### config.mk
export PLATFORM = sky130hd
export DESIGN_NAME = texture_slot_cache_policy_flat
export DESIGN_NICKNAME = d
export VERILOG_FILES = /design/src/tsc_pkg.sv /design/src/tsc_if.sv /design/src/tsc_cell.sv /design/src/texture_slot_cache_policy.sv /design/src/flat_wrapper.sv
export VERILOG_INCLUDE_DIRS = /design/src /design/src/src
export SDC_FILE = /design/constraint.sdc
export NUM_CORES = 2
export LEC_CHECK = 0
export ABC_CLOCK_PERIOD_IN_PS = 13290
export BUFFER_PORTS_ARGS = -buffer_cell sky130_fd_sc_hd__buf_2
export CAP_MARGIN = 10
export CORE_MARGIN = 4
export CORE_UTILIZATION = 69
export DETAILED_ROUTE_END_ITERATION = 10
export PLACE_DENSITY = 0.86
export SYNTH_ARGS = -nofsm -noshare
export SYNTH_HDL_FRONTEND = slang
export SYNTH_HIERARCHICAL = 1
export SYNTH_SLANG_ARGS = --single-unit
### constraint.sdc
create_clock -name clk -period 13.29 [get_ports clk]
set_input_delay 0.6645 -clock clk [delete_from_list [all_inputs] [get_ports clk]]
set_output_delay 0.6645 -clock clk [all_outputs]
set_load 0.01 [all_outputs]
### src/assert_macros.svh
// Assertion macros shared by the texture slot cache RTL.
// Every macro samples on the rising edge of clk and is disabled while arst_n is low.
`ifndef ASSERT_MACROS_SVH
`define ASSERT_MACROS_SVH

// Clocked property wrapper with the reset qualifier of the design.
`define TSC_PROP(expr) @(posedge clk) disable iff (!arst_n) (expr)

// Labeled concurrent assertion that reports through $error.
`define TSC_ASSERT(label, expr, msg) \
	label: assert property (`TSC_PROP(expr)) else $error(msg);

`endif

### src/tsc_pkg.sv
// Shared types and constants of the texture slot cache replacement policy.
// No dependencies; used by the interfaces, the slot cell and the top level.
`timescale 1ns / 1ps

package tsc_pkg;

	// Fixed field widths of the transactions and the slot state.
	localparam int TAG_W      = 32;
	localparam int ADDR_W     = 32;
	localparam int HIT_W      = 16;
	localparam int ACTIVE_W   = 5;
	localparam int CMD_W      = 2;
	localparam int STATUS_W   = 3;
	localparam int SLOT_OUT_W = 4;
	localparam int CFG_IDX_W  = 1;
	localparam int CFG_DATA_W = 32;

	// Slot count range; index and count widths cover the largest slot count.
	localparam int MAX_SLOTS_LIMIT = 256;
	localparam int IDX_W           = $clog2(MAX_SLOTS_LIMIT);
	localparam int CNT_W           = $clog2(MAX_SLOTS_LIMIT + 1);

	localparam int DEF_MAX_SLOTS  = 16;
	localparam int DEF_SLOT_BYTES = 256 * 256 * 2;

	localparam logic [HIT_W-1:0] HIT_MAX = '1;

	localparam logic [ACTIVE_W-1:0] ACTIVE_RESET = ACTIVE_W'(16);
	localparam logic [ADDR_W-1:0]   BASE_RESET   = '0;

	// Configuration register indexes.
	localparam logic [CFG_IDX_W-1:0] REG_ACTIVE_SLOTS = 1'b0;
	localparam logic [CFG_IDX_W-1:0] REG_TEXTURE_BASE = 1'b1;

	// Command codes.
	localparam logic [CMD_W-1:0] CMD_LOOKUP = 2'd0;
	localparam logic [CMD_W-1:0] CMD_BEGIN  = 2'd1;
	localparam logic [CMD_W-1:0] CMD_END    = 2'd2;

	// Status codes.
	localparam logic [STATUS_W-1:0] ST_HIT   = 3'd0;
	localparam logic [STATUS_W-1:0] ST_FREE  = 3'd1;
	localparam logic [STATUS_W-1:0] ST_EVICT = 3'd2;
	localparam logic [STATUS_W-1:0] ST_DELAY = 3'd3;
	localparam logic [STATUS_W-1:0] ST_FRAME = 3'd4;

	// Update broadcast from the controller to every slot cell.
	typedef enum logic [2:0] {
		UPD_NONE,
		UPD_HIT,
		UPD_CLAIM,
		UPD_BEGIN,
		UPD_END
	} upd_op_t;

	typedef struct packed {
		upd_op_t            op;
		logic [IDX_W-1:0]   idx;
		logic [TAG_W-1:0]   tag;
	} upd_t;

	// Search token handed from cell to cell during a lookup.
	typedef struct packed {
		logic               hit;
		logic [IDX_W-1:0]   hit_idx;
		logic               free;
		logic [IDX_W-1:0]   free_idx;
		logic               any;
		logic [IDX_W-1:0]   min_idx;
		logic [HIT_W-1:0]   min_cnt;
	} tok_t;

endpackage

### src/tsc_if.sv
// Valid/ready channel interfaces for lookup requests and lookup results.
// Depends on tsc_pkg for the field widths.
`timescale 1ns / 1ps

interface tsc_req_if
	import tsc_pkg::*;
();
	logic                valid;
	logic                ready;
	logic [CMD_W-1:0]    command;
	logic [TAG_W-1:0]    texture_tag;
	logic                force_load;

	modport source (output valid, output command, output texture_tag, output force_load,
		input ready);
	modport sink (input valid, input command, input texture_tag, input force_load,
		output ready);
endinterface

interface tsc_rsp_if
	import tsc_pkg::*;
();
	logic                  valid;
	logic                  ready;
	logic [STATUS_W-1:0]   status;
	logic [SLOT_OUT_W-1:0] slot_index;
	logic [ADDR_W-1:0]     texture_handle;

	modport source (output valid, output status, output slot_index, output texture_handle,
		input ready);
	modport sink (input valid, input status, input slot_index, input texture_handle,
		output ready);
endinterface

### src/tsc_cell.sv
// One texture slot: holds its tag, flags and hit count, and refines the
// search token passed along the chain. Depends on tsc_pkg.
`timescale 1ns / 1ps

module tsc_cell
	import tsc_pkg::*;
#(
	parameter int IDX = 0
) (
	input  logic             clk,
	input  logic             arst_n,
	input  logic [CNT_W-1:0] live_n,
	input  logic [TAG_W-1:0] req_tag,
	input  upd_t             upd,
	input  logic             in_vld,
	input  tok_t             in_tok,
	output logic             out_vld,
	output tok_t             out_tok
);

	localparam logic [IDX_W-1:0] MY_IDX = IDX_W'(IDX);

	logic [TAG_W-1:0] tag_q;
	logic             valid_q;
	logic             used_q;
	logic             flush_q;
	logic [HIT_W-1:0] cnt_q;
	logic             active;
	logic             selected;
	tok_t             nxt_tok;
	tok_t             tok_q;
	logic             vld_q;

	assign active   = CNT_W'(IDX) < live_n;
	assign selected = upd.idx == MY_IDX;

	// First matching slot wins the hit; the last flushable one is the free
	// slot; the minimum hit count keeps the lowest index on a tie.
	always_comb begin
		nxt_tok = in_tok;
		if (active) begin
			if (valid_q && (tag_q == req_tag) && !in_tok.hit) begin
				nxt_tok.hit     = 1'b1;
				nxt_tok.hit_idx = MY_IDX;
			end
			if (flush_q) begin
				nxt_tok.free     = 1'b1;
				nxt_tok.free_idx = MY_IDX;
			end
			if (!in_tok.any || (cnt_q < in_tok.min_cnt)) begin
				nxt_tok.any     = 1'b1;
				nxt_tok.min_idx = MY_IDX;
				nxt_tok.min_cnt = cnt_q;
			end
		end
	end

	always_ff @(posedge clk or negedge arst_n) begin
		if (!arst_n) begin
			tag_q   <= '0;
			valid_q <= 1'b0;
			used_q  <= 1'b0;
			flush_q <= 1'b1;
			cnt_q   <= '0;
			vld_q   <= 1'b0;
		end else begin
			vld_q <= in_vld;
			case (upd.op)
				UPD_HIT: begin
					if (selected) begin
						flush_q <= 1'b0;
						used_q  <= 1'b1;
						if (cnt_q != HIT_MAX) begin
							cnt_q <= cnt_q + HIT_W'(1);
						end
					end
				end
				UPD_CLAIM: begin
					if (selected) begin
						tag_q   <= upd.tag;
						valid_q <= 1'b1;
						used_q  <= 1'b1;
						flush_q <= 1'b0;
						cnt_q   <= HIT_W'(1);
					end
				end
				UPD_BEGIN: begin
					if (active) begin
						used_q <= 1'b0;
					end
				end
				UPD_END: begin
					if (active && !used_q) begin
						flush_q <= 1'b1;
					end
				end
				default: begin
				end
			endcase
		end
	end

	always_ff @(posedge clk) begin
		if (in_vld) begin
			tok_q <= nxt_tok;
		end
	end

	assign out_vld = vld_q;
	assign out_tok = tok_q;

endmodule

### src/texture_slot_cache_policy.sv
// Texture slot cache replacement policy: controller, output register and the slot cell chain.
// Depends on tsc_pkg, tsc_if, tsc_cell and assert_macros.svh.
// A lookup result is loaded once the search token has walked the whole cell chain; a frame command
// skips the search. Decide waits while an earlier result has not been taken.
// A new transaction is taken only in idle, so only one transaction is in work at a time.
// Reset: every slot invalid, unused, flushable, hit count zero; 16 active slots, base zero.
`timescale 1ns / 1ps
`include "assert_macros.svh"

module texture_slot_cache_policy
	import tsc_pkg::*;
#(
	parameter int MAX_SLOTS  = DEF_MAX_SLOTS,
	parameter int SLOT_BYTES = DEF_SLOT_BYTES
) (
	input  logic                  clk,
	input  logic                  arst_n,
	input  logic                  cfg_we,
	input  logic [CFG_IDX_W-1:0]  cfg_index,
	input  logic [CFG_DATA_W-1:0] cfg_data,
	tsc_req_if.sink               lookup,
	tsc_rsp_if.source             result
);

	// The controller steps through three states. In idle it takes a request
	// transaction. A lookup launches a search token into the first cell; the
	// token moves one cell per cycle and each active cell folds in its tag
	// match, its flushable mark and its hit count. When the token leaves the
	// last cell, the decide state picks the outcome, broadcasts the state
	// update to all cells and loads the result register in the same cycle.
	// Frame commands skip the search and go straight to decide.
	typedef enum logic [1:0] {
		S_IDLE,
		S_SEARCH,
		S_DECIDE
	} state_t;

	state_t               state_q;
	logic                 start_q;
	logic [CMD_W-1:0]     req_cmd_q;
	logic [TAG_W-1:0]     req_tag_q;
	logic                 req_force_q;
	logic [ACTIVE_W-1:0]  active_q;
	logic [ADDR_W-1:0]    base_q;
	logic                 out_vld_q;
	logic [STATUS_W-1:0]  out_status_q;
	logic [SLOT_OUT_W-1:0] out_slot_q;
	logic [ADDR_W-1:0]    out_handle_q;

	logic [CNT_W-1:0]     live_n;
	logic [MAX_SLOTS:0]   vld_w;
	tok_t                 tok_w [MAX_SLOTS+1];
	tok_t                 tail;
	upd_t                 dec_upd;
	upd_t                 upd;
	logic [STATUS_W-1:0]  dec_status;
	logic                 has_handle;
	logic                 out_free;
	logic [ADDR_W-1:0]    dec_handle;

	// Configuration registers: the user writes them only while the block is idle; the block does not enforce it.
	always_ff @(posedge clk or negedge arst_n) begin
		if (!arst_n) begin
			active_q <= ACTIVE_RESET;
			base_q   <= BASE_RESET;
		end else if (cfg_we) begin
			case (cfg_index)
				REG_ACTIVE_SLOTS: active_q <= cfg_data[ACTIVE_W-1:0];
				REG_TEXTURE_BASE: base_q   <= cfg_data[ADDR_W-1:0];
				default: begin
				end
			endcase
		end
	end

	// A programmed slot count above the number of cells acts as all cells.
	assign live_n = (CNT_W'(active_q) > CNT_W'(MAX_SLOTS)) ? CNT_W'(MAX_SLOTS)
		: CNT_W'(active_q);

	// The chain: cell i takes the token from cell i-1 and hands its own on.
	assign vld_w[0] = start_q;
	assign tok_w[0] = '0;

	for (genvar i = 0; i < MAX_SLOTS; i++) begin : g_cell
		tsc_cell #(
			.IDX (i)
		) u_cell (
			.clk     (clk),
			.arst_n  (arst_n),
			.live_n  (live_n),
			.req_tag (req_tag_q),
			.upd     (upd),
			.in_vld  (vld_w[i]),
			.in_tok  (tok_w[i]),
			.out_vld (vld_w[i+1]),
			.out_tok (tok_w[i+1])
		);
	end

	assign tail = tok_w[MAX_SLOTS];

	// Outcome of the transaction in work. A hit wins over a free slot, a
	// free slot over eviction; eviction needs force_load and at least one
	// active slot, otherwise the answer is delay and no slot changes.
	always_comb begin
		dec_status  = ST_FRAME;
		dec_upd.op  = UPD_NONE;
		dec_upd.idx = '0;
		dec_upd.tag = req_tag_q;
		case (req_cmd_q)
			CMD_BEGIN: begin
				dec_upd.op = UPD_BEGIN;
			end
			CMD_END: begin
				dec_upd.op = UPD_END;
			end
			CMD_LOOKUP: begin
				if (tail.hit) begin
					dec_status  = ST_HIT;
					dec_upd.op  = UPD_HIT;
					dec_upd.idx = tail.hit_idx;
				end else if (tail.free) begin
					dec_status  = ST_FREE;
					dec_upd.op  = UPD_CLAIM;
					dec_upd.idx = tail.free_idx;
				end else if (req_force_q && tail.any) begin
					dec_status  = ST_EVICT;
					dec_upd.op  = UPD_CLAIM;
					dec_upd.idx = tail.min_idx;
				end else begin
					dec_status = ST_DELAY;
				end
			end
			default: begin
			end
		endcase
	end

	assign has_handle = dec_status inside {ST_HIT, ST_FREE, ST_EVICT};
	assign dec_handle = base_q + (ADDR_W'(dec_upd.idx) * ADDR_W'(SLOT_BYTES));

	// The result register parts the two sides: decide waits only while an
	// earlier result has not been taken.
	assign out_free = !out_vld_q || result.ready;

	always_comb begin
		upd    = dec_upd;
		upd.op = UPD_NONE;
		if ((state_q == S_DECIDE) && out_free) begin
			upd.op = dec_upd.op;
		end
	end

	always_ff @(posedge clk or negedge arst_n) begin
		if (!arst_n) begin
			state_q      <= S_IDLE;
			start_q      <= 1'b0;
			out_vld_q    <= 1'b0;
			req_cmd_q    <= CMD_LOOKUP;
			req_tag_q    <= '0;
			req_force_q  <= 1'b0;
			out_status_q <= ST_FRAME;
			out_slot_q   <= '0;
			out_handle_q <= '0;
		end else begin
			// A lookup taken in idle launches the search token next cycle.
			start_q <= (state_q == S_IDLE) && lookup.valid && (lookup.command == CMD_LOOKUP);
			// A new result loads in decide; otherwise a taken result empties the register.
			if ((state_q == S_DECIDE) && out_free) begin
				out_vld_q <= 1'b1;
			end else if (result.ready) begin
				out_vld_q <= 1'b0;
			end
			case (state_q)
				S_IDLE: begin
					if (lookup.valid) begin
						req_cmd_q   <= lookup.command;
						req_tag_q   <= lookup.texture_tag;
						req_force_q <= lookup.force_load;
						if (lookup.command == CMD_LOOKUP) begin
							state_q <= S_SEARCH;
						end else begin
							state_q <= S_DECIDE;
						end
					end
				end
				S_SEARCH: begin
					if (vld_w[MAX_SLOTS]) begin
						state_q <= S_DECIDE;
					end
				end
				S_DECIDE: begin
					if (out_free) begin
						out_status_q <= dec_status;
						out_slot_q   <= has_handle ? dec_upd.idx[SLOT_OUT_W-1:0] : '0;
						out_handle_q <= has_handle ? dec_handle : '0;
						state_q      <= S_IDLE;
					end
				end
				default: begin
					state_q <= S_IDLE;
				end
			endcase
		end
	end

	assign lookup.ready          = state_q == S_IDLE;
	assign result.valid          = out_vld_q;
	assign result.status         = out_status_q;
	assign result.slot_index     = out_slot_q;
	assign result.texture_handle = out_handle_q;

	// Only one search token may travel the chain at any time.
	`TSC_ASSERT(a_one_token, $onehot0(vld_w), "more than one search token in the chain")

	// The token leaves the last cell only while the controller waits for it.
	`TSC_ASSERT(a_tail_in_search, vld_w[MAX_SLOTS] |-> (state_q == S_SEARCH),
		"search token arrived outside the search state")

	// Every slot update comes with a result loaded at the same edge.
	`TSC_ASSERT(a_update_has_result, (upd.op != UPD_NONE) |=> out_vld_q,
		"slot state changed without a result")

	// Delay and frame results carry no slot and no handle.
	`TSC_ASSERT(a_no_handle, (out_vld_q && (out_status_q == ST_DELAY
		|| out_status_q == ST_FRAME)) |-> (out_slot_q == '0 && out_handle_q == '0),
		"handle given with a delay or frame result")

endmodule

### src/flat_wrapper.sv
// flat-port wrapper written by rule: the top's interface ports become plain ports
module texture_slot_cache_policy_flat import tsc_pkg::*;
#(
	parameter int MAX_SLOTS  = DEF_MAX_SLOTS,
	parameter int SLOT_BYTES = DEF_SLOT_BYTES
)
  (clk, arst_n, cfg_we, cfg_index, cfg_data, lookup_valid, lookup_command, lookup_texture_tag, lookup_force_load, lookup_ready, result_valid, result_status, result_slot_index, result_texture_handle, result_ready);
  tsc_req_if lookup_i ();
  tsc_rsp_if result_i ();
  input  logic clk;
  input  logic arst_n;
  input  logic cfg_we;
  input  logic [CFG_IDX_W-1:0] cfg_index;
  input  logic [CFG_DATA_W-1:0] cfg_data;
  input wire logic [$bits(lookup_i.valid)-1:0] lookup_valid;
  input wire logic [$bits(lookup_i.command)-1:0] lookup_command;
  input wire logic [$bits(lookup_i.texture_tag)-1:0] lookup_texture_tag;
  input wire logic [$bits(lookup_i.force_load)-1:0] lookup_force_load;
  output wire logic [$bits(lookup_i.ready)-1:0] lookup_ready;
  output wire logic [$bits(result_i.valid)-1:0] result_valid;
  output wire logic [$bits(result_i.status)-1:0] result_status;
  output wire logic [$bits(result_i.slot_index)-1:0] result_slot_index;
  output wire logic [$bits(result_i.texture_handle)-1:0] result_texture_handle;
  input wire logic [$bits(result_i.ready)-1:0] result_ready;
  assign lookup_i.valid = lookup_valid;
  assign lookup_i.command = lookup_command;
  assign lookup_i.texture_tag = lookup_texture_tag;
  assign lookup_i.force_load = lookup_force_load;
  assign lookup_ready = lookup_i.ready;
  assign result_valid = result_i.valid;
  assign result_status = result_i.status;
  assign result_slot_index = result_i.slot_index;
  assign result_texture_handle = result_i.texture_handle;
  assign result_i.ready = result_ready;
  texture_slot_cache_policy #(.MAX_SLOTS(MAX_SLOTS), .SLOT_BYTES(SLOT_BYTES)) u_core (.clk(clk), .arst_n(arst_n), .cfg_we(cfg_we), .cfg_index(cfg_index), .cfg_data(cfg_data), .lookup(lookup_i), .result(result_i));
endmodule
==> metrics.txt <==
outcome complete, no violations; clk root buf clkbuf_16; 1st-pass router iterations 7; Reg area roughly 44000 um2; Top delay family on crit path simple AND/OR/NAND/NOR gates; Num Clock Sinks around 1600; Leak between 30 and 40 nW; crit-path max FO 59; Skew-Pair Late Insertion Delay 0.77 ns; Max Clock Freq 0.185 GHz; Fin. Hold Viols 0; Syn Std Cell Area just over 80000 um2; H-tree depth 4; max-slew violations 0; hold path startpoint lookup_texture_tag[12]; # DRC 0; Die H 351 um; CP startpoint u_core/state_q[0]$_DFFE_PN0P_; period utilisation layout slightly above 40%; Worst EP arrival approximately 6.0 ns; synthesized netlist cell count between 7000 and 8000; Clock Path Buffers 3; vias after detailed routing between 50000 and 60000; total global routing overflow 0; port buffer count 113; CTS Buf Count 165; Critical Path Source Type flop; fin crit period 5.40 ns; CP endpoint kind flop; Core Area 117000 um2; Post-Route WL around 200 mm; Worst path slowest cell nor3_2; antenna cell count 0; postcts setup bufs 0; footprint of the multi-input gates ~35000 um2; Yosys warning count 6; Max VDD drop roughly 130 uV; Clk pin slew, worst setup/hold paths ~0.06 ns; hpwl dp roughly 130 mm; drt wl/cell between 20 and 25 um; routability cong. 0.920; CTS tree done; headroom to the max-slew limit slightly above 5%; Vias/cell about 6.3; slew of the pin with the lowest slew margin ~1.4 ns; delay of the slowest cell on the worst path about 0.95 ns; critical-path cell list and2b_1, nand2_2, nor3_2, buf_4, nor3b_1, nand3_2, mux2_1; DRT iter0 DRCs slightly below 6000; layout filler cell count approximately 7000; die area 123000 um2; Post-DRT Antenna Nets 0; share of cells above drive strength 1 roughly 14%; Top Ports about 110; total negative slack 0 ns; initial antenna violation count 2; crit path kind reg -> reg; area grow syn2layout 9.90%; PwrDens 161 nW/um2; Placed Cells approximately 9000; worst hold path type in -> reg; GR Util All Layers about a third; Worst Path Required between 10 and 15 ns; pin count of the biggest net entering global routing between 150 and 200; first-pass GRT wire length 312 mm; max cap viols 0; CTS resizes 0; Setup violations, final 0; RR Startpoint u_core/state_q[0]$_DFFE_PN0P_; Initial Util a little over two thirds; Setup WS pre-CTS just under 8 ns; vias in the first global route between 50000 and 60000; CP Buf/Inv Count 1; width of the die around 350 um; Synth Area per Inst 11.3 um2; fin cells between 9000 and 10000; Final WS setup between 7 and 8 ns; skew final 0.0304 ns; Final Net Count slightly below 8000; # rows ~130; RSZ-0062 raised after global routing false
## worst paths after layout
| path | endpoint | slack (ns) | depth (start not counted) |
|---|---|---|---|
| max | u_core/g_cell[2].u_cell/tag_q[12]$_DFFE_PN0P_ | 7.89 | 7 |
| min | u_core/req_tag_q[12]$_DFFE_PN0P_ | 0.12 | 2 |
| max reg2reg | u_core/g_cell[2].u_cell/tag_q[12]$_DFFE_PN0P_ | 7.89 | 7 |
| min reg2reg | u_core/g_cell[9].u_cell/valid_q$_DFFE_PN0P_ | 0.45 | 2 |
| max in group asynchronous | u_core/g_cell[12].u_cell/out_vld$_DFF_PN0_ | 9.86 | 5 |
| min in group asynchronous | u_core/result.texture_handle[12]$_DFFE_PN0P_ | 0.50 | 2 |
## layer usage
layer	vias up	GRT usage, %	share of wire (%)
li1	26300	-	-
met1	28600	39.5	38
met2	2513	54.5	49
met3	631	5.45	7.4
met4	0	16.8	5.6
met5	-	0	0
## state kept, by name, indices dropped and copies added, names as in the netlist, 2 cells and up
| register | flops |
|---|---|
| u_core/g_cell.u_cell/out_tok | 672 |
| u_core/g_cell.u_cell/tag_q | 512 |
| u_core/g_cell.u_cell/cnt_q | 256 |
| u_core/base_q | 32 |
| u_core/req_tag_q | 32 |
| u_core/result.texture_handle | 32 |
| u_core/g_cell.u_cell/flush_q | 16 |
| u_core/g_cell.u_cell/out_vld | 16 |
| u_core/g_cell.u_cell/used_q | 16 |
| u_core/g_cell.u_cell/valid_q | 16 |
| u_core/active_q | 5 |
| u_core/result.slot_index | 4 |
| u_core/result.status | 3 |
| u_core/req_cmd_q | 2 |
| u_core/state_q | 2 |
## power breakdown
part / internal (mW) / total [mW] / leakage [nW] / switching [mW]
clock: 2.61 / 4.51 / 2.57 / 1.90
sequential: 5.89 / 6.54 / 18.8 / 0.655
combinational: 1.24 / 3.31 / 17.9 / 2.07
total: 9.73 / 14.4 / 39.2 / 4.63
## cell usage in the layout, fill, tap and decap left out, types with 50 or more instances in the layout
cell          n
and2_1      155
edfxtp_1    672
o21ai_0     170
mux2_2      384
nand3_1     161
buf_4        94
inv_1       358
nor3_1       56
nor4_1      126
o31ai_1      68
conb_1      124
nand2_1    1130
ha_1        264
or4_1        77
xor2_1      367
clkbuf_16   170
nor2b_1      88
buf_2       115
a21oi_1     223
dfrtp_1     888
nand4_1     163
mux2_1       87
or3_1        74
o211ai_1     67
nand2b_1    148
xnor2_1     189
clkbuf_1     63
nor2_1      201
a21boi_0     50
## cell type report
class / count / area share, %
clock buffers: 253 / 5.34
inverters: 358 / 1.50
well taps: 1524 / 2.14
multi-input cells: 5133 / 39.7
clock inverters: 53 / 0.577
repair buffers: 215 / 1.52
flip-flops and latches: 1619 / 49.2
## repair_timing
action	4_1_cts	5_1_grt
hold buffers	1	0
endpoints found under the setup margin	0	0
endpoints found under the hold margin	29	0
## stage by stage
step / total power [mW] / instance area (um2) / hold WS [ns] / utilization, %
floorplan: 8.54 / 81700 / 0.369 / -
global route: 14.9 / 89300 / 0.103 / 76.6
finish: 14.4 / 89300 / 0.121 / 76.6
detailed placement: 9.80 / 84000 / 0.430 / 72.1
global placement: 9.61 / 84000 / 0.421 / 72.1
CTS: 14.3 / 89300 / 0.0832 / 76.6
Note: power is estimated with default switching activity, not from simulation.
